## src/rtl/core/png_unf_pkg.sv

```systemverilog
// Shared types, constants and the Paeth predictor for the PNG scanline unfilter.
// Used by every module in rtl/core; depends on nothing else.
package png_unf_pkg;

  localparam int BYTE_W              = 8;
  localparam int CFG_W               = 4;
  localparam int MAX_LINE_BYTES_DEF  = 8192;
  localparam int MAX_PIXEL_BYTES_DEF = 8;

  typedef enum logic [1:0] {
    OP_SUB   = 2'd0,
    OP_UP    = 2'd1,
    OP_AVG   = 2'd2,
    OP_PAETH = 2'd3
  } op_t;

  typedef struct packed {
    logic [BYTE_W-1:0] left;
    logic [BYTE_W-1:0] upleft;
  } hist_tap_t;

  typedef struct packed {
    logic [BYTE_W-1:0] left;
    logic [BYTE_W-1:0] up;
    logic [BYTE_W-1:0] upleft;
  } nbr_t;

  function automatic logic [BYTE_W-1:0] paeth_pick(input logic [BYTE_W-1:0] a,
                                                   input logic [BYTE_W-1:0] b,
                                                   input logic [BYTE_W-1:0] c);
    logic signed [BYTE_W+1:0] sa;
    logic signed [BYTE_W+1:0] sb;
    logic signed [BYTE_W+1:0] sc;
    logic signed [BYTE_W+1:0] ta;
    logic signed [BYTE_W+1:0] tb;
    logic signed [BYTE_W+1:0] tc;
    logic [BYTE_W+1:0] da;
    logic [BYTE_W+1:0] db;
    logic [BYTE_W+1:0] dc;
    logic [BYTE_W-1:0] pick;
    sa = signed'({2'b00, a});
    sb = signed'({2'b00, b});
    sc = signed'({2'b00, c});
    ta = sb - sc;
    tb = sa - sc;
    tc = sa + sb - sc - sc;
    da = (ta < 0) ? unsigned'(-ta) : unsigned'(ta);
    db = (tb < 0) ? unsigned'(-tb) : unsigned'(tb);
    dc = (tc < 0) ? unsigned'(-tc) : unsigned'(tc);
    if (da <= db && da <= dc) begin
      pick = a;
    end else if (db <= dc) begin
      pick = b;
    end else begin
      pick = c;
    end
    return pick;
  endfunction

endpackage

```

## src/rtl/core/png_unf_history.sv

```systemverilog
// Shift lines of recent reconstructed bytes and of the above bytes used with them.
// The tap one pixel back is selected by the pixel size. Depends on png_unf_pkg.
module png_unf_history #(
  parameter int DEPTH = png_unf_pkg::MAX_PIXEL_BYTES_DEF,
  parameter int IDX_W = 3
) (
  input  logic                           clk,
  input  logic                           rst,
  input  logic                           shift_en,
  input  logic [png_unf_pkg::BYTE_W-1:0] left_in,
  input  logic [png_unf_pkg::BYTE_W-1:0] upleft_in,
  input  logic [IDX_W-1:0]               sel,
  output png_unf_pkg::hist_tap_t         tap
);

  logic [png_unf_pkg::BYTE_W-1:0] left_hist   [DEPTH];
  logic [png_unf_pkg::BYTE_W-1:0] upleft_hist [DEPTH];

  always_ff @(posedge clk) begin
    if (rst) begin
      for (int k = 0; k < DEPTH; k++) begin
        left_hist[k]   <= '0;
        upleft_hist[k] <= '0;
      end
    end else if (shift_en) begin
      left_hist[0]   <= left_in;
      upleft_hist[0] <= upleft_in;
      for (int k = 1; k < DEPTH; k++) begin
        left_hist[k]   <= left_hist[k-1];
        upleft_hist[k] <= upleft_hist[k-1];
      end
    end
  end

  assign tap.left   = left_hist[sel];
  assign tap.upleft = upleft_hist[sel];

endmodule

```

## config.mk

```make
export PLATFORM = sky130hd
export DESIGN_NAME = png_unf_history
export DESIGN_NICKNAME = d
export VERILOG_FILES = /design/src/rtl/core/png_unf_pkg.sv /design/src/rtl/core/png_unf_history.sv
export SDC_FILE = /design/constraint.sdc
export NUM_CORES = 1
export LEC_CHECK = 0
export ABC_CLOCK_PERIOD_IN_PS = 3400
export BUFFER_PORTS_ARGS = -buffer_cell sky130_fd_sc_hd__buf_4
export CELL_PAD_IN_SITES_DETAIL_PLACEMENT = 1
export CELL_PAD_IN_SITES_GLOBAL_PLACEMENT = 2
export CORE_MARGIN = 2
export CORE_UTILIZATION = 46
export CTS_CLUSTER_DIAMETER = 60
export DETAILED_ROUTE_END_ITERATION = 8
export HOLD_SLACK_MARGIN = 0.02
export PLACE_DENSITY_LB_ADDON = 0.1
export SLEW_MARGIN = 20
export SYNTH_ARGS = -nofsm -noshare
export SYNTH_HDL_FRONTEND = slang
export SYNTH_SLANG_ARGS = --single-unit
```

## constraint.sdc

```tcl
create_clock -name clk -period 3.4 [get_ports clk]
set_input_delay 0.68 -clock clk [delete_from_list [all_inputs] [get_ports clk]]
set_output_delay 0.68 -clock clk [all_outputs]
set_load 0.05 [all_outputs]
```

==> metrics.txt, run 1 <==
status finished, final reports clean; global-route wire length before repair 17.0 mm; dpl hpwl roughly 6 mm; WL final 10.6 mm; setup_tns 0 ns; global route overflow 0; sequential power share between 40 and 50%; DIE WIDTH approximately 120 µm; Synth area leader edfxtp_1; initial antenna violation count 0; core area 0.0121 mm²; Synth Register Bits roughly 130; FMAX 0.345 GHz; H-tree depth 4; setup violators final 0; Clock Skews around 0.0069 ns; area occupied by multi-input gates 0.00183 mm²; Cell Area, Synth 0.00578 mm²; crit path kind input pin to output pin; Worst-Skew Late Latency 0.41 ns; hold_buf cts 0; DRT iter0 DRCs 187; Routed WL per cell 19.2 µm; FP Rows 40; vias in the first global route 3,021; final hold vios 0; CP delay by family, top multiplexers; Int Power 2990 µW; CP arrival about 2.2 ns; unrepaired setup endpoints after global routing false; CP dominant cell by count buf_4; share of layout cells above drive strength 1 22.6%; most frequent cell after synthesis edfxtp_1; Ports 38; area share of the largest cell type after synthesis between 60% and 70%; Leak around 0.0027 µW; DRC Markers 0; WP data required 2.72 ns; synth cell count leaders edfxtp_1 (128), and2_1 (96), nor2b_1 (33), mux4_1 (28), mux2_2 (16); Routed Antenna Nets 0; Post-Syn Nets 350; largest net degree at the start of global routing 73; PostCTS Resize Cnt 0; post-route minimum period 2.89 ns; fraction of registers with async set/reset 0%; global placer's final weighted congestion 0.692; FILL cells 1,123; cells after synthesis ~330; initial core utilization 47.7%; Clk network pwr share 41.2%; final clock period utilization by the worst path between 80% and 90%; Slew Viols, Final 0; switching power 861 µW; CP cell instances buf_4 -> buf_12 -> mux4_1 -> mux2_2 -> buf_4; pwr dens 570 mW/mm²; CP max FO 15; Synth-to-Final Area Change 16.9%; Synth cell types 11; Synth Warn # 0; Startpoint Class input pin; Net Sw Frac between 20% and 30%; max_slew headroom 66.8%; Vias/cell 5.28; Worst-path clk slew about 0.050 ns; NumNets Final 390; Worst Hold Class input pin to flip-flop; Peak VDD IR 0.322 mV; Storage cell area 0.00384 mm²; Post-Syn Area per Cell 17.6 µm²; top cells by area, synth edfxtp_1 (67%), mux4_1 (13%), and2_1 (10%); TritonCTS clock tree yes; Post-CTS Setup Repair Bufs 0; Core Util, Final 55.8%; die footprint 0.0135 mm²; clk sinks around 130; CP Buf/Inv Count 3; Vias about 2,900; top_reg_cell synth edfxtp_1; first drt pass iteration count 4; Total GRT Usage 17.6%; Logic pwr share 9.5%; Die Span Y between 100 and 150 µm; worst slew pin tran 0.498 ns; clk root buf clkbuf_16; max cap viols 0; slowest CP cell mux4_1; Ant. Diodes 0; slowest cell delay on critical path 0.58 ns; number of CTS-inserted buffers 17; sequential area share after synthesis 66.5%; EDFF count, synth 128; PortBufs 37; CTS Buffer Depth 2; type of destination of the critical path output pin
-- cell type report --
cell class                 instances  area share (%)
clock buffer                      20            6.46
clock inverter                    12            1.11
multi-input combinational        178            27.1
sequential                       128            56.9
tap                              168            3.11
timing repair buffer              43            5.33
-- cells in the final DEF (no fill, tap or decap), drive strengths merged --
cell type	count
mux2	16
mux4	32
and2	96
buf	43
nor2b	33
clkbuf	20
clkinv	11
bufinv	1
edfxtp	128
or2	1
-- through the flow --
step | cell area (µm²) | power, µW | hold WS, ns | std cells | worst slack [ns]
after floorplan | 5780 | 2180 | 0.514 | 328 | 0.393
after CTS | 6760 | 3910 | 0.524 | 549 | 0.476
after global placement | 6240 | 2290 | 0.520 | 517 | 0.503
after global routing | 6760 | 4000 | 0.521 | 549 | 0.448
after detailed placement | 6240 | 2300 | 0.532 | 517 | 0.478
final | 6760 | 3850 | 0.541 | 549 | 0.505
-- path summary, 6_finish.rpt --
check / startpoint / to / slack [ns] / depth (start not counted)
hold reg to reg: upleft_hist[4][1] / upleft_hist[5][1] / 0.54 / 1
setup / recovery: sel[0] / tap[9] / 0.51 / 5
hold / removal: upleft_in[0] / upleft_hist[0][0] / 0.54 / 2
setup reg to reg: upleft_hist[5][6] / upleft_hist[6][6] / 2.56 / 1
-- cells by family (layout without fill, tap and decap cells) --
logic type    Yosys count  in the layout  synth area share (%)
flops                 128            128                  66.5
buf+inv                22             75                  1.97
simple gates          130            130                  14.1
mux                    48             48                  17.4
-- registers in the layout (all words and copies together), names as in the netlist --
| register | flops |
|---|---|
| upleft_hist | 64 |
| left_hist | 64 |
-- power groups by stage --
stage	logic, µW	registers [µW]	clock network [µW]
final	364	1900	1590
after detailed placement	370	1930	0
after CTS	373	1900	1630
after global routing	390	1910	1700
after global placement	363	1930	0
after floorplan	267	1910	0
-- per-layer routing --
metal / vias to the layer above / share of wire (%) / GRT usage (%) / wire length, µm
met2: 47 / 49 / 26.9 / 5200
met5: - / 0 / 0 / 0
li1: 1328 / - / - / -
met1: 1506 / 46 / 23.7 / 4830
met4: 0 / 1.4 / 7.38 / 153
met3: 15 / 3.6 / 5.60 / 376
Note: power is estimated with default switching activity, not from simulation.
==> run 2, diff against run 1 <==
--- a/config.mk
+++ b/config.mk
@@ -5,12 +5,13 @@
 export SDC_FILE = /design/constraint.sdc
 export NUM_CORES = 1
 export LEC_CHECK = 0
+export ABC_AREA = 1
 export ABC_CLOCK_PERIOD_IN_PS = 3400
 export BUFFER_PORTS_ARGS = -buffer_cell sky130_fd_sc_hd__buf_4
 export CELL_PAD_IN_SITES_DETAIL_PLACEMENT = 1
 export CELL_PAD_IN_SITES_GLOBAL_PLACEMENT = 2
 export CORE_MARGIN = 2
-export CORE_UTILIZATION = 46
+export CORE_UTILIZATION = 38
 export CTS_CLUSTER_DIAMETER = 60
 export DETAILED_ROUTE_END_ITERATION = 8
 export HOLD_SLACK_MARGIN = 0.02
==> run 2 against run 1 <==
  * Critical path depth up 4
  * Setup slack gained 0.25 ns
  * Final cell count is 77% higher
  * Largest power group unchanged
  * Non-clock buffer count increased by 4
  * Synthesized area rose by 8.6%
  * Flip-flop and latch count is the same
  * Final area increased by 7.6%
  * Routed wire length up 37%
  * Sequential share of layout area down 4.0 points
==> metrics.txt, run 2 <==
status finished, final reports clean; Critical R2R Launch left_hist[0][5]; area share of the largest cell type after synthesis 61.3% (-5.3 points); unrepaired setup endpoints after global routing false; Peak VDD IR 0.322 mV (about the same); DRC Markers 0 (unchanged); biggest registers after layout left_hist x64, upleft_hist x64; commonest non-fill, non-tap cells in the layout nand2_1 (208), inv_1 (145), edfxtp_1 (128); Startpoint Class input pin; global-route wire length before repair 24.6 mm (+44%); Worst-Skew Late Latency 0.42 ns (about the same); DRT iter0 DRCs 225 (+20%); Ports 38 (unchanged); first drt pass iteration count 4 (unchanged); initial antenna violation count 0 (unchanged); PostCTS Resize Cnt 0 (unchanged); CP arrival 1.97 ns (-0.24 ns); most frequent cell after synthesis nand2_1; Leak 0.00342 µW (+27%); CP max FO 25 (+10); NumNets Final 766 (+96%); Die Span Y 132 µm (+14%); top_reg_cell synth edfxtp_1; core area 0.0160 mm² (+32%); share of layout cells above drive strength 1 11.2% (-11 points); Storage cell area 0.00384 mm² (unchanged); worst slew pin tran 0.630 ns (+0.132 ns); Worst-path clk slew 0.06 ns (about the same); pwr dens 558 mW/mm² (-2.1%); commonest non-fill, non-tap cell in the layout nand2_1; Hold Slack 0.543 ns (+0.00177 ns); FMAX 0.378 GHz (+9.4%); CTS Buffer Depth 2 (unchanged); EDFF count, synth 128 (unchanged); post-route minimum period 2.65 ns (-0.249 ns); final clock period utilization by the worst path 77.8% (-7.3 points); Synth Register Bits 128 (unchanged); Synth area leader edfxtp_1; Synth cell types 13 (+2); clk sinks 128 (unchanged); Worst Hold Class flip-flop to flip-flop; Clock Skews 0.00752 ns (+0.000666 ns); crit path kind input pin to output pin; Hold Path Origin left_hist[5][5]; worst setup margin 0.755 ns (+0.249 ns); setup_tns 0 ns (unchanged); WP data required 2.72 ns (about the same); max_slew headroom 58.0% (-8.8 points); FP Rows 46 (+15%); final hold vios 0 (unchanged); Routed Antenna Nets 0 (unchanged); fraction of registers with async set/reset 0% (unchanged); Synth-to-Final Area Change 15.9%; type of destination of the critical path output pin; DIE WIDTH 132 µm (+14%); die footprint 0.0176 mm² (+30%); number of CTS-inserted buffers 17 (unchanged); area occupied by multi-input gates 0.00163 mm² (-11%); top cells by area, synth edfxtp_1 (61%), nand2_1 (12%), inv_1 (8.7%); Critical Path Start sel[0]; WL final 14.4 mm (+37%); PortBufs 37 (unchanged); setup violators final 0 (unchanged); Vias/cell 4.53 (-14%); Ant. Diodes 0 (unchanged); initial core utilization 39.2% (-8.5 points); Total GRT Usage 17.9% (+0.22 points); TritonCTS clock tree yes; Routed WL per cell 14.9 µm (-23%); Place WS 0.717 ns (+0.239 ns); synth cell count leaders nand2_1 (208), inv_1 (145), edfxtp_1 (128), nor2_1 (118), nand3_1 (64); Post-Syn Nets 737 (+110%); largest net degree at the start of global routing 65 (-11%); FILL cells 1,923 (+71%); H-tree depth 4 (unchanged); max cap viols 0 (unchanged); hold_buf cts 0 (unchanged); clk root buf clkbuf_16; Slew Viols, Final 0 (unchanged); global placer's final weighted congestion 0.744 (+7.5%); vias in the first global route 4,781 (+58%); Synth Warn # 0 (unchanged); sequential area share after synthesis 61.3% (-5.3 points); Post-CTS Setup Repair Bufs 0 (unchanged); Post-Syn Area per Cell 8.77 µm² (-50%); dpl hpwl 8.74 mm (+45%); Final Power 4060 µW (+5.4%); global route overflow 0 (unchanged); cells after synthesis 715 (+120%); Cell Area, Synth 0.00627 mm² (+8.6%); Vias 4,403 (+52%)
[run 2: power breakdown]
| group | switching (µW) | leakage, µW | internal (µW) | total [µW] |
|---|---|---|---|---|
| combinational | 347 | 0.00175 | 143 | 490 |
| clock | 637 | 0.000264 | 1060 | 1690 |
| sequential | 26.8 | 0.00141 | 1850 | 1880 |
[run 2: kinds of logic (layout without fill, tap and decap cells)]
| family | count (synthesis) | after routing | share of synthesized area (%) |
|---|---|---|---|
| flops | 128 | 128 | 61.3 |
| simple gates | 402 | 402 | 25.8 |
| buf+inv | 185 | 226 | 12.9 |
[run 2: area by class of cell]
type                       count  share of cell area (%)
clock buffer                  21                    6.06
clock inverter                10                    1.31
inverter                     148                    7.64
multi-input combinational    402                    22.4
sequential                   128                    52.9
tap                          216                    3.72
timing repair buffer          47                    6.06
[run 2: stage by stage]
| stage | utilization (%) | instance area, µm² | std cells |
|---|---|---|---|
| CTS | 45.4 | 7270 | 972 |
| detailed placement | 42.1 | 6740 | 941 |
| finish | 45.4 | 7270 | 972 |
| global placement | 42.1 | 6740 | 941 |
| global route | 45.4 | 7270 | 972 |
| floorplan | - | 6270 | 715 |
[run 2: worst max-delay path: stages]
cell and delay [ns]:
buf_4 0.13, inv_2 0.32, buf_12 0.24, nand2_1 0.07, nand3_1 0.08, nand2_1 0.09
nand2_1 0.07, nand2_1 0.08, buf_4 0.19
[run 2: per-layer routing]
metal / share of wire, % / vias up / global-route usage, %
li1: - / 2228 / -
met1: 49 / 2114 / 24.6
met2: 47 / 51 / 28.2
met3: 2.9 / 10 / 3.64
met4: 1.1 / 0 / 6.15
met5: 0 / - / 0
[run 2: path summary, 6_finish.rpt]
check	slack [ns]	to	depth (start not counted)
hold reg to reg	0.54	left_hist[6][5]	2
hold / removal	0.54	left_hist[6][5]	2
setup reg to reg	2.60	left_hist[1][5]	2
setup / recovery	0.75	tap[5]	9
==> run 3, diff against run 2 <==
--- a/config.mk
+++ b/config.mk
@@ -6,12 +6,12 @@
 export NUM_CORES = 1
 export LEC_CHECK = 0
 export ABC_AREA = 1
-export ABC_CLOCK_PERIOD_IN_PS = 3400
+export ABC_CLOCK_PERIOD_IN_PS = 2200
 export BUFFER_PORTS_ARGS = -buffer_cell sky130_fd_sc_hd__buf_4
 export CELL_PAD_IN_SITES_DETAIL_PLACEMENT = 1
 export CELL_PAD_IN_SITES_GLOBAL_PLACEMENT = 2
 export CORE_MARGIN = 2
-export CORE_UTILIZATION = 38
+export CORE_UTILIZATION = 34
 export CTS_CLUSTER_DIAMETER = 60
 export DETAILED_ROUTE_END_ITERATION = 8
 export HOLD_SLACK_MARGIN = 0.02
==> constraint.sdc (replaced) <==
create_clock -name clk -period 2.2 [get_ports clk]
set_input_delay 0.44 -clock clk [delete_from_list [all_inputs] [get_ports clk]]
set_output_delay 0.44 -clock clk [all_outputs]
set_load 0.05 [all_outputs]
==> run 3 against run 2 <==
  * Clock-buffer cell count is 3 lower
  * Highest routed layer unchanged
  * Total power is 70% higher
  * Critical endpoint is now tap[12]
  * Via count is 0.66% higher
  * Final cell count is 2.1% higher
  * Flip-flop and latch count stayed put
==> metrics.txt, run 3 (synthesis gave the netlist of run 2 again) <==
slowest cell delay on critical path 0.28 ns (-0.04 ns); Int Power 5220 µW (+71%); final hold vios 0 (unchanged); CP arrival 1.51 ns (-0.46 ns); Clock Skews 0.00787 ns (+0.000357 ns); largest net degree at the start of global routing 65 (unchanged); switching power 1680 µW (+66%); FMAX 0.514 GHz; initial antenna violation count 0 (unchanged); worst slew pin tran 0.464 ns (-0.166 ns); CP delay by family, top buffers and inverters; WP data required 1.76 ns (-0.96 ns); pwr dens 918 mW/mm² (+64%); Worst-Skew Late Latency 0.42 ns (about the same); slowest CP cell buf_12; Routed WL per cell 15.2 µm (+2.3%); post-route cell area 0.00752 mm² (+3.4%); Post-CTS Setup Repair Bufs 0 (unchanged); TritonCTS clock tree yes; die footprint 0.0196 mm² (+11%); Vias 4,432 (+0.66%); type of destination of the critical path output pin; vias in the first global route 4,676 (-2.2%); status finished, final reports clean; PortBufs 37 (unchanged); Vias/cell 4.47 (-1.4%); CP max FO 64 (+160%); CP dominant cell by count nand2_1; Startpoint Class input pin; H-tree depth 4 (unchanged); first drt pass iteration count 4 (unchanged); Peak VDD IR 0.551 mV (+71%); Slew Viols, Final 0 (unchanged); unrepaired setup endpoints after global routing false; dpl cell area 0.00685 mm² (+1.7%); number of CTS-inserted buffers 17 (unchanged); Logic pwr share 11.3% (-0.8 points); global placer's final weighted congestion 0.726 (-2.4%); global-route wire length before repair 24.7 mm (+0.51%); max_slew headroom 69.0% (+11 points); dpl hpwl 9.34 mm (+6.8%); DIE WIDTH 140 µm (+5.5%); CP cell instances buf_4 -> buf_12 -> nand2_1 -> nand3_1 -> nand2_1 -> nand2_1 -> nand2_1 -> buf_4; FILL cells 2,148 (+12%); NumNets Final 772 (+0.78%); setup_tns 0 ns (unchanged); Ports 38 (unchanged); clk sinks 128 (unchanged); Leak 0.00353 µW (+3.0%); max cap viols 0 (unchanged); DRC Markers 0 (unchanged); crit path kind input pin to output pin; CP Buf/Inv Count 3 (-1); commonest non-fill, non-tap cell in the layout nand2_1; setup violators final 0 (unchanged); final clock period utilization by the worst path a little under 90%; PostCTS Resize Cnt 0 (unchanged); FP Rows 49 (+6.5%); Die Span Y 140 µm (+5.5%); Synth-to-Final Area Change 19.8%; Worst-path clk slew 0.06 ns (about the same); share of layout cells above drive strength 1 12.8% (+1.6 points); post-route minimum period slightly below 2 ns; global route overflow 0 (unchanged); Clk network pwr share 46.7% (+5.0 points); DRT iter0 DRCs 239 (+6.2%); clk root buf clkbuf_16; Worst Hold Class input pin to flip-flop; Ant. Diodes 0 (unchanged); CTS Buffer Depth 2 (unchanged); WL final 15.1 mm (+4.4%); sequential power share 42.0% (-4.2 points); initial core utilization 34.8% (-4.4 points); hold_buf cts 0 (unchanged); Total GRT Usage 16.3% (-1.6 points); Net Sw Frac 24.4% (-0.52 points); core area 0.0180 mm² (+13%); commonest non-fill, non-tap cells in the layout nand2_1 (208), inv_1 (145), edfxtp_1 (128); biggest registers after layout left_hist x64, upleft_hist x64; Routed Antenna Nets 0 (unchanged)
-- run 3: cell count changes in the layout (fill, tap and decap cells not counted) --
cell and delta:
buf_12 +4, clkinv_2 -3, clkbuf_1 -3, clkinv_1 -3
clkinvlp_4 +2, clkinv_4 +4, bufinv_16 +4, buf_4 +2
-- run 3: power by group through the flow --
stage | combinational, µW | sequential, µW | clock (µW)
finish | 781 | 2900 | 3220
global route | 874 | 2910 | 3360
CTS | 800 | 2900 | 3280
detailed placement | 796 | 2950 | 0
global placement | 784 | 2940 | 0
floorplan | 535 | 2940 | 0
-- run 3: final timing paths --
path | start | end | slack [ns] | cells after the start
setup / recovery | sel[0] | tap[12] | 0.25 | 8
hold / removal | left_in[1] | left_hist[0][1] | 0.31 | 3
setup reg to reg | left_hist[0][0] | left_hist[1][0] | 1.39 | 2
hold reg to reg | left_hist[5][2] | left_hist[6][2] | 0.55 | 2
-- run 3: final cells by class --
| cell class | count | area (µm²) | share of cell area [%] |
|---|---|---|---|
| clock buffers | 18 | 429 | 5.71 |
| well taps | 229 | 287 | 3.81 |
| flip-flops and latches | 128 | 3840 | 51.1 |
| repair buffers | 53 | 536 | 7.13 |
| multi-input cells | 402 | 1630 | 21.6 |
| inverters | 148 | 556 | 7.39 |
| clock inverters | 14 | 239 | 3.18 |
-- run 3: worst reg2reg max path, delay by kind of cell (launching register included) --
family                 cells  cell delay, ns
buffers and inverters      1            0.10
DFF                        1            0.41
and+or+nand+nor            1            0.05
-- run 3: per-stage QoR --
step / hold slack (ns) / std cells / power (µW) / worst slack [ns] / util [%]
after floorplan: 0.516 / 715 / 3470 / 0.221 / -
after global placement: 0.519 / 960 / 3730 / 0.204 / 38.0
after detailed placement: 0.534 / 960 / 3750 / 0.223 / 38.0
after CTS: 0.296 / 992 / 6980 / 0.218 / 41.7
after global routing: 0.312 / 992 / 7150 / 0.145 / 41.7
final: 0.308 / 992 / 6900 / 0.255 / 41.7
-- run 3: layer usage --
metal  part of all wire [%]  vias up  track usage [%]
met5                      0        -                0
met4                    1.2        0             5.21
met3                    2.9       12             3.58
met2                     47       59             26.2
met1                     49     2121             22.0
li1                       -     2240                -
