[src/rtl/core/png_unf_pkg.sv]
// Shared types, constants and the Paeth predictor for the PNG scanline unfilter.
// Used by every module in rtl/core; depends on nothing else.
package png_unf_pkg;

  localparam int BYTE_W              = 8;
  localparam int CFG_W               = 4;
  localparam int MAX_LINE_BYTES_DEF  = 8192;
  localparam int MAX_PIXEL_BYTES_DEF = 8;

  typedef enum logic [1:0] {
    OP_SUB   = 2'd0,
    OP_UP    = 2'd1,
    OP_AVG   = 2'd2,
    OP_PAETH = 2'd3
  } op_t;

  typedef struct packed {
    logic [BYTE_W-1:0] left;
    logic [BYTE_W-1:0] upleft;
  } hist_tap_t;

  typedef struct packed {
    logic [BYTE_W-1:0] left;
    logic [BYTE_W-1:0] up;
    logic [BYTE_W-1:0] upleft;
  } nbr_t;

  function automatic logic [BYTE_W-1:0] paeth_pick(input logic [BYTE_W-1:0] a,
                                                   input logic [BYTE_W-1:0] b,
                                                   input logic [BYTE_W-1:0] c);
    logic signed [BYTE_W+1:0] sa;
    logic signed [BYTE_W+1:0] sb;
    logic signed [BYTE_W+1:0] sc;
    logic signed [BYTE_W+1:0] ta;
    logic signed [BYTE_W+1:0] tb;
    logic signed [BYTE_W+1:0] tc;
    logic [BYTE_W+1:0] da;
    logic [BYTE_W+1:0] db;
    logic [BYTE_W+1:0] dc;
    logic [BYTE_W-1:0] pick;
    sa = signed'({2'b00, a});
    sb = signed'({2'b00, b});
    sc = signed'({2'b00, c});
    ta = sb - sc;
    tb = sa - sc;
    tc = sa + sb - sc - sc;
    da = (ta < 0) ? unsigned'(-ta) : unsigned'(ta);
    db = (tb < 0) ? unsigned'(-tb) : unsigned'(tb);
    dc = (tc < 0) ? unsigned'(-tc) : unsigned'(tc);
    if (da <= db && da <= dc) begin
      pick = a;
    end else if (db <= dc) begin
      pick = b;
    end else begin
      pick = c;
    end
    return pick;
  endfunction

endpackage

[src/rtl/core/png_unf_predict.sv]
// Predictor selection and modulo-256 reconstruction for one byte.
// Depends on png_unf_pkg.
module png_unf_predict (
  input  png_unf_pkg::op_t               op,
  input  logic [png_unf_pkg::BYTE_W-1:0] filtered_byte,
  input  png_unf_pkg::nbr_t              nbr,
  output logic [png_unf_pkg::BYTE_W-1:0] recon
);

  logic [png_unf_pkg::BYTE_W:0]   avg_sum;
  logic [png_unf_pkg::BYTE_W-1:0] pred;

  assign avg_sum = {1'b0, nbr.left} + {1'b0, nbr.up};

  always_comb begin
    unique case (op)
      png_unf_pkg::OP_SUB:   pred = nbr.left;
      png_unf_pkg::OP_UP:    pred = nbr.up;
      png_unf_pkg::OP_AVG:   pred = avg_sum[png_unf_pkg::BYTE_W:1];
      png_unf_pkg::OP_PAETH: pred = png_unf_pkg::paeth_pick(nbr.left, nbr.up, nbr.upleft);
      default:               pred = nbr.left;
    endcase
  end

  assign recon = filtered_byte + pred;

endmodule

[config.mk]
export PLATFORM = sky130hd
export DESIGN_NAME = png_unf_predict
export DESIGN_NICKNAME = d
export VERILOG_FILES = /design/src/rtl/core/png_unf_pkg.sv /design/src/rtl/core/png_unf_predict.sv
export SDC_FILE = /design/constraint.sdc
export NUM_CORES = 1
export LEC_CHECK = 0
export BUFFER_PORTS_ARGS = -buffer_cell sky130_fd_sc_hd__buf_2
export CAP_MARGIN = 20
export CORE_MARGIN = 5
export CORE_UTILIZATION = 57
export DETAILED_ROUTE_END_ITERATION = 10
export GPL_ROUTABILITY_DRIVEN = 1
export GPL_TIMING_DRIVEN = 1
export PLACE_DENSITY = 0.82
export SLEW_MARGIN = 25
export SYNTH_ARGS = -nofsm -noshare
export SYNTH_HDL_FRONTEND = slang
export SYNTH_SLANG_ARGS = --single-unit
[constraint.sdc]
create_clock -name vclk -period 8.2
set_clock_uncertainty 0.05 [all_clocks]
set_input_delay 0.82 -clock vclk [all_inputs]
set_output_delay 0.82 -clock vclk [all_outputs]
set_load 0.02 [all_outputs]
==> key figures, run 1 <==
Worst hold path
  • Hold Path End: recon[0]
  • Hold depth: 3
  • Hold Path Origin: filtered_byte[0]
  • HP Class: in -> out

Timing
  • Final Hold Viols: 0
  • Slew HR: 59.5%
  • Fin crit period: 7.90 ns
  • Max Slew Vio Count: 0
  • Final Setup Violations: 0
  • Worst-Margin Slew: 0.605 ns
  • Fmax: 127 MHz
  • Fin crit share: 96.4%
  • Min Hold Slack: 1.96 ns

Place
  • PortBufs: 42
  • Global placer's final weighted congestion: 0.991
  • Dpl cell area: 4060 sq um
  • Post-DP HPWL: 8.26 mm
  • Dpl cells: 605

Synth
  • Post-synthesis sequential area ratio: 0%
  • Post-Synthesis Cells: 467
  • Post-Synthesis Cell Area: 3610 sq um
  • Synth cell types: 75
  • Synth warn: 0
  • Mean cell area of the mapped netlist: 7.73 sq um

Clock network
  • Cts hold-fix bufs: 0

Layout
  • Diodes inserted: 0
  • Register Area: 0 sq um
  • CLK BUF: 0
  • Area of the multi-input gates: 3400 sq um
  • Final std cells w/o fill: 606
  • Layout Nets: 647
  • Fin util: 66.6%
  • Seq_cells: 0
  • Synthesis-to-finish area growth: 15.2%
  • Share of layout cells above drive strength 1: 22.1%
  • Most frequent cells in the layout: ha_1, inv_1, buf_2
  • Commonest non-fill, non-tap cell in the layout: ha_1
  • Post-route cell area: 4160 sq um
  • # fillers: 511

Floorplanning
  • Width of the die: 89.6 um
  • Die area: 8020 sq um
  • Starting Density: 57.8%
  • Std-Cell Rows: 29
  • Boundary Pins: 42
  • Die Y: 89.6 um
  • Core Box Area: 6240 sq um

Routing
  • Vias per cell: 5.96
  • 1st-iter DRT viols: 255
  • DRC errors left: 0
  • Wire per inst: 15.7 um
  • Routed WL: 9.52 mm
  • DRT Pass-1 Iters: 4
  • DR vias: 3609
  • Post-route antenna net violation count: 0

Power
  • Sw frac: 55.0%
  • Cell Int Power: 347 uW
  • Clock network power share: 0%
  • Leak: 2.13 nW
  • Sequential Power Share: 0%
  • Switching power: 424 uW
  • Pwr/cell area: 185 nW/um^2
  • Share of total power in combinational logic: 100.0%
  • Pwr Total: 771 uW
  • Worst VDD drop: 0.103 mV

Worst setup path
  • Crit end category: primary output
  • Crit path DAT: 7.03 ns
  • CP max stage delay: 0.55 ns
  • Worst Path Required: 7.33 ns
  • Setup CP Type: in -> out
  • Startpoint types: primary input
  • Critical Path Fanout Max: 3
  • Critical path's slowest cell: or4_4
  • Most used cell along the critical path: a21oi_2

Global route
  • Vias in the first global route: 3536
  • Global Route Usage Sum: 24.2%
  • Antenna violations before repair: 0
  • Largest net degree at the start of global routing: 14
  • Grt ovf: 0
  • First-pass GRT wire length: 15.8 mm

Flow run
  • Max cap viols: 0

Run status
  • Status: complete, no violations
per-stage QoR:
stage / TNS (ns) / worst slack (ns)
after floorplan: 0 / 0.139
after global placement: 0 / 0.0411
after detailed placement: -0.177 / -0.112
after CTS: 0 / 0.124
after global routing: -0.0649 / -0.0383
final: 0 / 0.298
cell families after synthesis:
kind of cell    after synthesis  synth area share (%)
compound gates              145                  28.1
xor+xnor                     47                  12.0
fa+ha+maj                    82                  30.9
buf+inv                      77                  8.50
mux                          13                  4.37
other cells                   2                 0.208
simple gates                101                  15.9
worst max path at each step:
stage | start | end | slack, ns | cells after the start
after floorplan | nbr[10] | recon[7] | 0.14 | 28
after global placement | nbr[8] | recon[7] | 0.04 | 29
after detailed placement | nbr[8] | recon[7] | -0.11 | 29
after CTS | nbr[10] | recon[7] | 0.12 | 31
after global routing | nbr[10] | recon[7] | -0.04 | 34
final | nbr[19] | recon[7] | 0.30 | 31
cell usage after synthesis (all sizes together) (2+ instances only):
cell type   n  share of area, %
ha         70                24
nor2       26               2.7
mux2        2              0.62
nor3        5              0.69
a2bb2oi     8               2.3
clkbuf      2              0.21
buf         4              0.90
a21boi      3              0.62
fa         12               6.7
nor2b       6               1.0
a31oi       3              0.52
o31a        2              0.52
nand2      16               1.9
and2        3              0.52
o311a       2              0.55
nand2b      5              0.87
a22oi       2              0.42
inv        70               7.3
xnor2      33               8.2
nand4       7               1.2
xor2       13               3.2
conb        2              0.21
mux2i      10               3.1
a21o       17               3.6
o211ai      2              0.42
o21bai      9               1.9
a211oi      3              0.62
nand3b      3              0.62
and3        3              0.55
o21ai      29               4.1
nand3       6              0.83
or2         7               1.3
a21oi      45               6.4
o21a        4              0.83
or3         5               1.0
o31ai       3               1.0
o311ai      2               1.2
or4         2              0.45
o22ai       4               1.1
worst max-delay path, delay by kind of cell:
family                     cells  cell delay [ns]
and+or+nand+nor                7             1.90
AOI/OAI and AO/OA             12             1.57
adders and majority gates      4             1.36
muxes                          2             0.60
buffers and inverters          4             0.44
xor gates and xnor gates       2             0.32
power groups by stage:
stage	logic [mW]	registers, mW	clock network [mW]
after CTS	0.746	0	0
final	0.771	0	0
after global placement	0.705	0	0
after floorplan	0.556	0	0
after detailed placement	0.732	0	0
after global routing	0.854	0	0
final cells by class:
class,count,area share (%)
multi-input combinational,392,81.8
timing repair buffer,66,9.51
inverter,71,6.41
tap,77,2.32
metal layers:
| layer | vias up | GRT usage (%) | wire length, um |
|---|---|---|---|
| met1 | 1670 | 31.0 | 4210 |
| met5 | - | 0 | 0 |
| li1 | 1801 | - | - |
| met2 | 122 | 44.1 | 4760 |
| met3 | 16 | 1.57 | 431 |
| met4 | 0 | 5.14 | 113 |
timing repair:
| action | CTS | global route |
|---|---|---|
| buffers inserted | 0 | 1 |
| pin swaps | 0 | 5 |
| resized for setup | 6 | 16 |
| endpoints found under the setup margin | 2 | 4 |
Power figures use the tool's default switching activity.
==> run 2: changes to the inputs <==
--- a/config.mk
+++ b/config.mk
@@ -8,11 +8,11 @@
 export BUFFER_PORTS_ARGS = -buffer_cell sky130_fd_sc_hd__buf_2
 export CAP_MARGIN = 20
 export CORE_MARGIN = 5
-export CORE_UTILIZATION = 57
+export CORE_UTILIZATION = 55
 export DETAILED_ROUTE_END_ITERATION = 10
 export GPL_ROUTABILITY_DRIVEN = 1
 export GPL_TIMING_DRIVEN = 1
-export PLACE_DENSITY = 0.82
+export PLACE_DENSITY = 0.8
 export SLEW_MARGIN = 25
 export SYNTH_ARGS = -nofsm -noshare
 export SYNTH_HDL_FRONTEND = slang
==> run 2 against run 1 <==
Total power grew 0.95%. Sequential share of layout area is the same. Count of clock-buffer cells in the layout is the same. Maximum frequency grew 1.0%. First-iteration DRC count is 18% lower. Largest power group unchanged. Core utilization down 0.71 points.
==> key figures, run 2 (synthesis results as in run 1) <==
Floorplanning
  • Die Y: 91 um (was 89.6 um)
  • Die area: 8280 sq um (was 8020 sq um)
  • Std-Cell Rows: 29 (unchanged)
  • Boundary Pins: 42 (unchanged)
  • Starting Density: 56.8% (was 57.8%)
  • Core Box Area: 6350 sq um (was 6240 sq um)
  • Width of the die: 91 um (was 89.6 um)

Timing
  • Setup slack after layout: 0.378 ns (was 0.298 ns)
  • Fin crit period: 7.82 ns (was 7.90 ns)
  • Max Slew Vio Count: 0 (unchanged)
  • Fin crit share: 95.4% (was 96.4%)
  • Setup TNS: 0 ns (unchanged)
  • Final Hold Viols: 0 (unchanged)
  • Worst-Margin Slew: 0.593 ns (was 0.605 ns)
  • Final Setup Violations: 0 (unchanged)
  • Slew HR: 60.2% (was 59.5%)
  • Fmax: 128 MHz (was 127 MHz)

Flow run
  • Max cap viols: 0 (unchanged)

Place
  • Post-DP HPWL: 8.37 mm (was 8.26 mm)
  • Global placer's final weighted congestion: 0.972 (was 0.991)
  • Worst slack, placed: -0.114 ns (was -0.112 ns)
  • Dpl cell area: 4060 sq um (unchanged)
  • Dpl cells: 605 (unchanged)
  • PortBufs: 42 (unchanged)

Global route
  • Antenna violations before repair: 0 (unchanged)
  • Vias in the first global route: 3636 (was 3536)
  • Global Route Usage Sum: 21.8% (was 24.2%)
  • Grt ovf: 0 (unchanged)
  • Largest net degree at the start of global routing: 14 (unchanged)
  • First-pass GRT wire length: 15.7 mm (was 15.8 mm)

Routing
  • Post-route antenna net violation count: 0 (unchanged)
  • DRC errors left: 0 (unchanged)
  • Vias per cell: 5.97 (was 5.96)
  • Wire per inst: 16.1 um (was 15.7 um)
  • 1st-iter DRT viols: 208 (was 255)
  • Routed WL: 9.75 mm (was 9.52 mm)
  • DR vias: 3616 (was 3609)
  • DRT Pass-1 Iters: 4 (unchanged)

Layout
  • Commonest non-fill, non-tap cell in the layout: inv_1 (was ha_1)
  • Layout Nets: 647 (unchanged)
  • # fillers: 515 (was 511)
  • Share of layout cells above drive strength 1: 23.4% (was 22.1%)
  • Seq_cells: 0 (unchanged)
  • CLK BUF: 0 (unchanged)
  • Diodes inserted: 0 (unchanged)
  • Most frequent cells in the layout: inv_1, ha_1, buf_2 (was ha_1, inv_1, buf_2)
  • Final std cells w/o fill: 606 (unchanged)
  • Register Area: 0 sq um (unchanged)
  • Post-route cell area: 4190 sq um (was 4160 sq um)
  • Synthesis-to-finish area growth: 16.0% (was 15.2%)

Power
  • Worst VDD drop: 0.134 mV (was 0.103 mV)
  • Pwr/cell area: 186 nW/um^2 (was 185 nW/um^2)
  • Leak: 2.12 nW (was 2.13 nW)
  • Pwr Total: 778 uW (was 771 uW)

Worst setup path
  • Setup CP Type: in -> out (unchanged)
  • CP delay by family, top: compound AO/OA/AOI/OAI gates (was simple AND/OR/NAND/NOR gates)
  • Worst Path Required: 7.33 ns (about the same)
  • CP max stage delay: 0.53 ns (was 0.55 ns)
  • Critical Path Fanout Max: 3 (unchanged)
  • Critical path buffers and inverters: 4 (unchanged)
  • Critical path's slowest cell: fa_1 (was or4_4)
  • Crit end category: primary output (unchanged)
  • Startpoint types: primary input (unchanged)
  • Crit path DAT: 6.95 ns (was 7.03 ns)

Worst hold path
  • HP Class: in -> out (unchanged)

Run status
  • Status: complete, no violations (unchanged)
[run 2: area by class of cell]
class,instances,area (sq um),share of cell area [%]
multi-input cells,392,3430,81.9
repair buffers,66,393,9.39
inverters,71,267,6.37
well taps,77,96.3,2.30
[run 2: timing repair]
| action | CTS | global route |
|---|---|---|
| gates resized for setup | 6 | 20 |
| hold buffers | 0 | 0 |
| endpoints found under the setup margin | 2 | 2 |
| setup buffers | 0 | 1 |
| pin swaps | 4 | 7 |
| gates cloned | 0 | 0 |
[run 2: power by group]
group / total [mW] / internal, mW / switching (mW) / leakage (nW)
registers: 0 / 0 / 0 / 0
clock network: 0 / 0 / 0 / 0
logic: 0.778 / 0.349 / 0.430 / 2.12
total: 0.778 / 0.349 / 0.430 / 2.12
[run 2: through the flow]
stage | hold WS, ns | util (%)
2_1_floorplan | 1.80 | -
3_3_place_gp | 1.94 | 63.9
3_5_place_dp | 1.94 | 63.9
4_1_cts | 1.96 | 64.2
5_1_grt | 1.97 | 65.9
6_report | 1.96 | 65.9
[run 2: final timing paths]
| check | to | from | cells past startpoint |
|---|---|---|---|
| setup / recovery | recon[6] | nbr[1] | 31 |
| hold / removal | recon[0] | filtered_byte[0] | 3 |
[run 2: worst min-delay path: stages]
cell	delay (ns)
buf_2	0.08
ha_2	0.14
buf_2	0.15
[run 2: routing by layer]
| layer | track usage (%) | vias up | share of wire, % |
|---|---|---|---|
| met3 | 0.992 | 29 | 4.1 |
| met2 | 39.4 | 121 | 49 |
| met1 | 27.5 | 1677 | 44 |
| met5 | 0 | - | 0 |
| li1 | - | 1789 | - |
| met4 | 7.33 | 0 | 3.6 |
==> run 3: changes to the inputs <==
--- a/config.mk
+++ b/config.mk
@@ -5,14 +5,15 @@
 export SDC_FILE = /design/constraint.sdc
 export NUM_CORES = 1
 export LEC_CHECK = 0
-export BUFFER_PORTS_ARGS = -buffer_cell sky130_fd_sc_hd__buf_2
+export ABC_AREA = 1
 export CAP_MARGIN = 20
 export CORE_MARGIN = 5
 export CORE_UTILIZATION = 55
 export DETAILED_ROUTE_END_ITERATION = 10
+export DONT_BUFFER_PORTS = 1
 export GPL_ROUTABILITY_DRIVEN = 1
 export GPL_TIMING_DRIVEN = 1
-export PLACE_DENSITY = 0.8
+export PLACE_DENSITY = 0.74
 export SLEW_MARGIN = 25
 export SYNTH_ARGS = -nofsm -noshare
 export SYNTH_HDL_FRONTEND = slang
==> run 3 against run 2 <==
Count of clock-buffer cells in the layout did not move. Final area down 11%. Via count is 2.0% higher. First-iteration DRC count down 33%. Maximum frequency up 6.5%. Critical endpoint is now recon[7]. Final cell count increased by 12%. Critical path type unchanged. Non-clock buffer count is 66 lower. Area after synthesis up 1.8%. Die area grew 1.6%. Combinational power fell by 22%. Hold slack worse by 0.15 ns. Largest cell class unchanged. Critical path depth up 6.
==> key figures, run 3 <==
Run status
  • Status: complete, no violations (unchanged)

Layout
  • # fillers: 666 (was 515)
  • Layout Nets: 721 (was 647)
  • Fin util: 58.3% (was 65.9%)
  • CLK BUF: 0 (unchanged)
  • Synthesis-to-finish area growth: 1.87% (was 16.0%)
  • Post-route cell area: 3740 sq um (was 4190 sq um)
  • Area of the multi-input gates: 3100 sq um (was 3430 sq um)
  • Most frequent cells in the layout: inv_1, nand2_1, ha_1 (was inv_1, ha_1, buf_2)
  • Diodes inserted: 0 (unchanged)
  • Share of layout cells above drive strength 1: 5.64% (was 23.4%)
  • Seq_cells: 0 (unchanged)
  • Commonest non-fill, non-tap cell in the layout: inv_1 (unchanged)
  • Register Area: 0 sq um (unchanged)

Floorplanning
  • Starting Density: 57.2% (was 56.8%)
  • Width of the die: 91.7 um (was 91 um)
  • Std-Cell Rows: 29 (unchanged)
  • Die Y: 91.7 um (was 91 um)
  • Die area: 8410 sq um (was 8280 sq um)
  • Core Box Area: 6420 sq um (was 6350 sq um)
  • Boundary Pins: 42 (unchanged)

Timing
  • Setup TNS: 0 ns (unchanged)
  • Setup slack after layout: 0.855 ns (was 0.378 ns)
  • Final Setup Violations: 0 (unchanged)
  • Final Hold Viols: 0 (unchanged)
  • Fmax: 136 MHz (was 128 MHz)
  • Fin crit period: 7.35 ns (was 7.82 ns)
  • Max Slew Vio Count: 0 (unchanged)
  • Min Hold Slack: 1.81 ns (was 1.96 ns)
  • Fin crit share: 89.6% (was 95.4%)
  • RSZ-0062 raised after global routing: false

Power
  • Pwr/cell area: 161 nW/um^2 (was 186 nW/um^2)
  • Worst VDD drop: 0.0813 mV (was 0.134 mV)
  • Leak: 2.27 nW (was 2.12 nW)

Place
  • Worst slack, placed: 0.865 ns (was -0.114 ns)
  • Global placer's final weighted congestion: 0.985 (was 0.972)
  • Post-DP HPWL: 8.56 mm (was 8.37 mm)
  • Dpl cell area: 3740 sq um (was 4060 sq um)
  • PortBufs: 0 (was 42)

Global route
  • First-pass GRT wire length: 15.7 mm (about the same)
  • Largest net degree at the start of global routing: 15 (was 14)
  • Global Route Usage Sum: 22.1% (was 21.8%)
  • Antenna violations before repair: 0 (unchanged)
  • Vias in the first global route: 3544 (was 3636)
  • Grt ovf: 0 (unchanged)

Worst setup path
  • Critical Path Fanout Max: 10 (was 3)
  • CP max stage delay: 0.52 ns (was 0.53 ns)
  • Crit end category: primary output (unchanged)
  • Setup CP Type: in -> out (unchanged)
  • Crit path DAT: 6.48 ns (was 6.95 ns)
  • Critical path's slowest cell: fa_1 (unchanged)
  • Most used cell along the critical path: nand2_1
  • Worst Path Required: 7.33 ns (about the same)
  • Startpoint types: primary input (unchanged)

Synth
  • Top post-synthesis cells by count: inv_1, nand2_1, ha_1, nor2_1, nand3_1 (was ha_1, inv_1, a21oi_1, xnor2_1, nor2_1)
  • Synth top area share: 23.9% (was 24.3%)
  • Post-Synth Simple-Gate Area: 31.2% (was 15.9%)
  • Synth Area in XOR/XNOR: 7.84% (was 12.0%)
  • Synth Area in Compound Gates: 14.2% (was 28.1%)
  • Mux cell area share after synthesis: 0.273% (was 4.37%)
  • Synth cell types: 46 (was 75)
  • Synth Area in Adders: 30.4% (was 30.9%)
  • Post-Synthesis Cell Area: 3670 sq um (was 3610 sq um)
  • Post-Synthesis Cells: 606 (was 467)
  • Area contributors post-synth: ha_1, inv_1, nand2_1 (was ha_1, xnor2_1, inv_1)
  • Synth warn: 0 (unchanged)
  • Synth area leader: ha_1 (unchanged)
  • Mean cell area of the mapped netlist: 6.06 sq um (was 7.73 sq um)
  • Post-synthesis sequential area ratio: 0% (unchanged)
  • Largest family of logic cells by synthesized area: simple AND/OR/NAND/NOR gates (was adder cells)
  • Leading cell type by number of instances after synthesis: inv_1 (was ha_1)

Routing
  • DR vias: 3687 (was 3616)
  • DRT Pass-1 Iters: 4 (unchanged)
  • Vias per cell: 5.42 (was 5.97)
  • DRC errors left: 0 (unchanged)
  • Post-route antenna net violation count: 0 (unchanged)
  • Wire per inst: 14.0 um (was 16.1 um)
  • 1st-iter DRT viols: 139 (was 208)
  • Routed WL: 9.50 mm (was 9.75 mm)

Clock network
  • Post_cts resized: 0 (was 6)
  • Postcts setup bufs: 0 (unchanged)
  • Cts hold-fix bufs: 0 (unchanged)

Worst hold path
  • Hold depth: 1 (was 3)
  • Hold Path Origin: filtered_byte[0] (unchanged)
  • HP Class: in -> out (unchanged)
  • Hold Path End: recon[0] (unchanged)

Flow run
  • Max cap viols: 0 (unchanged)
-- run 3: logic make-up (layout without fill, tap and decap cells) --
| logic type | Yosys count | count (layout) |
|---|---|---|
| xor+xnor | 32 | 32 |
| other cells | 2 | 4 |
| buf+inv | 151 | 146 |
| fa+ha+maj | 82 | 82 |
| simple gates | 253 | 253 |
| compound gates | 85 | 85 |
| mux | 1 | 1 |
-- run 3: how the worst max path moves through the flow --
stage | cells past startpoint | startpoint | to
after floorplan | 36 | nbr[8] | recon[7]
after global placement | 37 | nbr[11] | recon[7]
after detailed placement | 35 | nbr[12] | recon[7]
after CTS | 37 | nbr[11] | recon[7]
after global routing | 38 | nbr[8] | recon[7]
final | 37 | nbr[11] | recon[7]
-- run 3: critical path, delay by kind of cell --
family	cells	cell delay (ns)
adder cells (fa/ha/maj)	4	1.50
AND/OR/NAND/NOR	17	1.76
AO/OA/AOI/OAI	8	1.48
buffers and inverters	6	0.50
XOR/XNOR	2	0.38
-- run 3: cell type report --
type	count	area share, %
inverters	146	14.6
multi-input cells	457	82.8
well taps	77	2.58
-- run 3: layer usage --
layer	track usage [%]	up-vias	wire length (um)
met3	3.27	25	454
met1	26.5	1631	4190
met2	40.5	96	4540
met4	6.81	0	304
met5	0	-	0
li1	-	1935	-
-- run 3: report_power, final --
group	switching, mW	internal [mW]	total, mW
logic	0.386	0.217	0.603
clock network	0	0	0
registers	0	0	0
-- run 3: per-stage QoR --
step / cells / power [mW]
global route: 680 / 0.695
finish: 680 / 0.603
global placement: 680 / 0.581
CTS: 680 / 0.603
detailed placement: 680 / 0.600
floorplan: 608 / 0.490
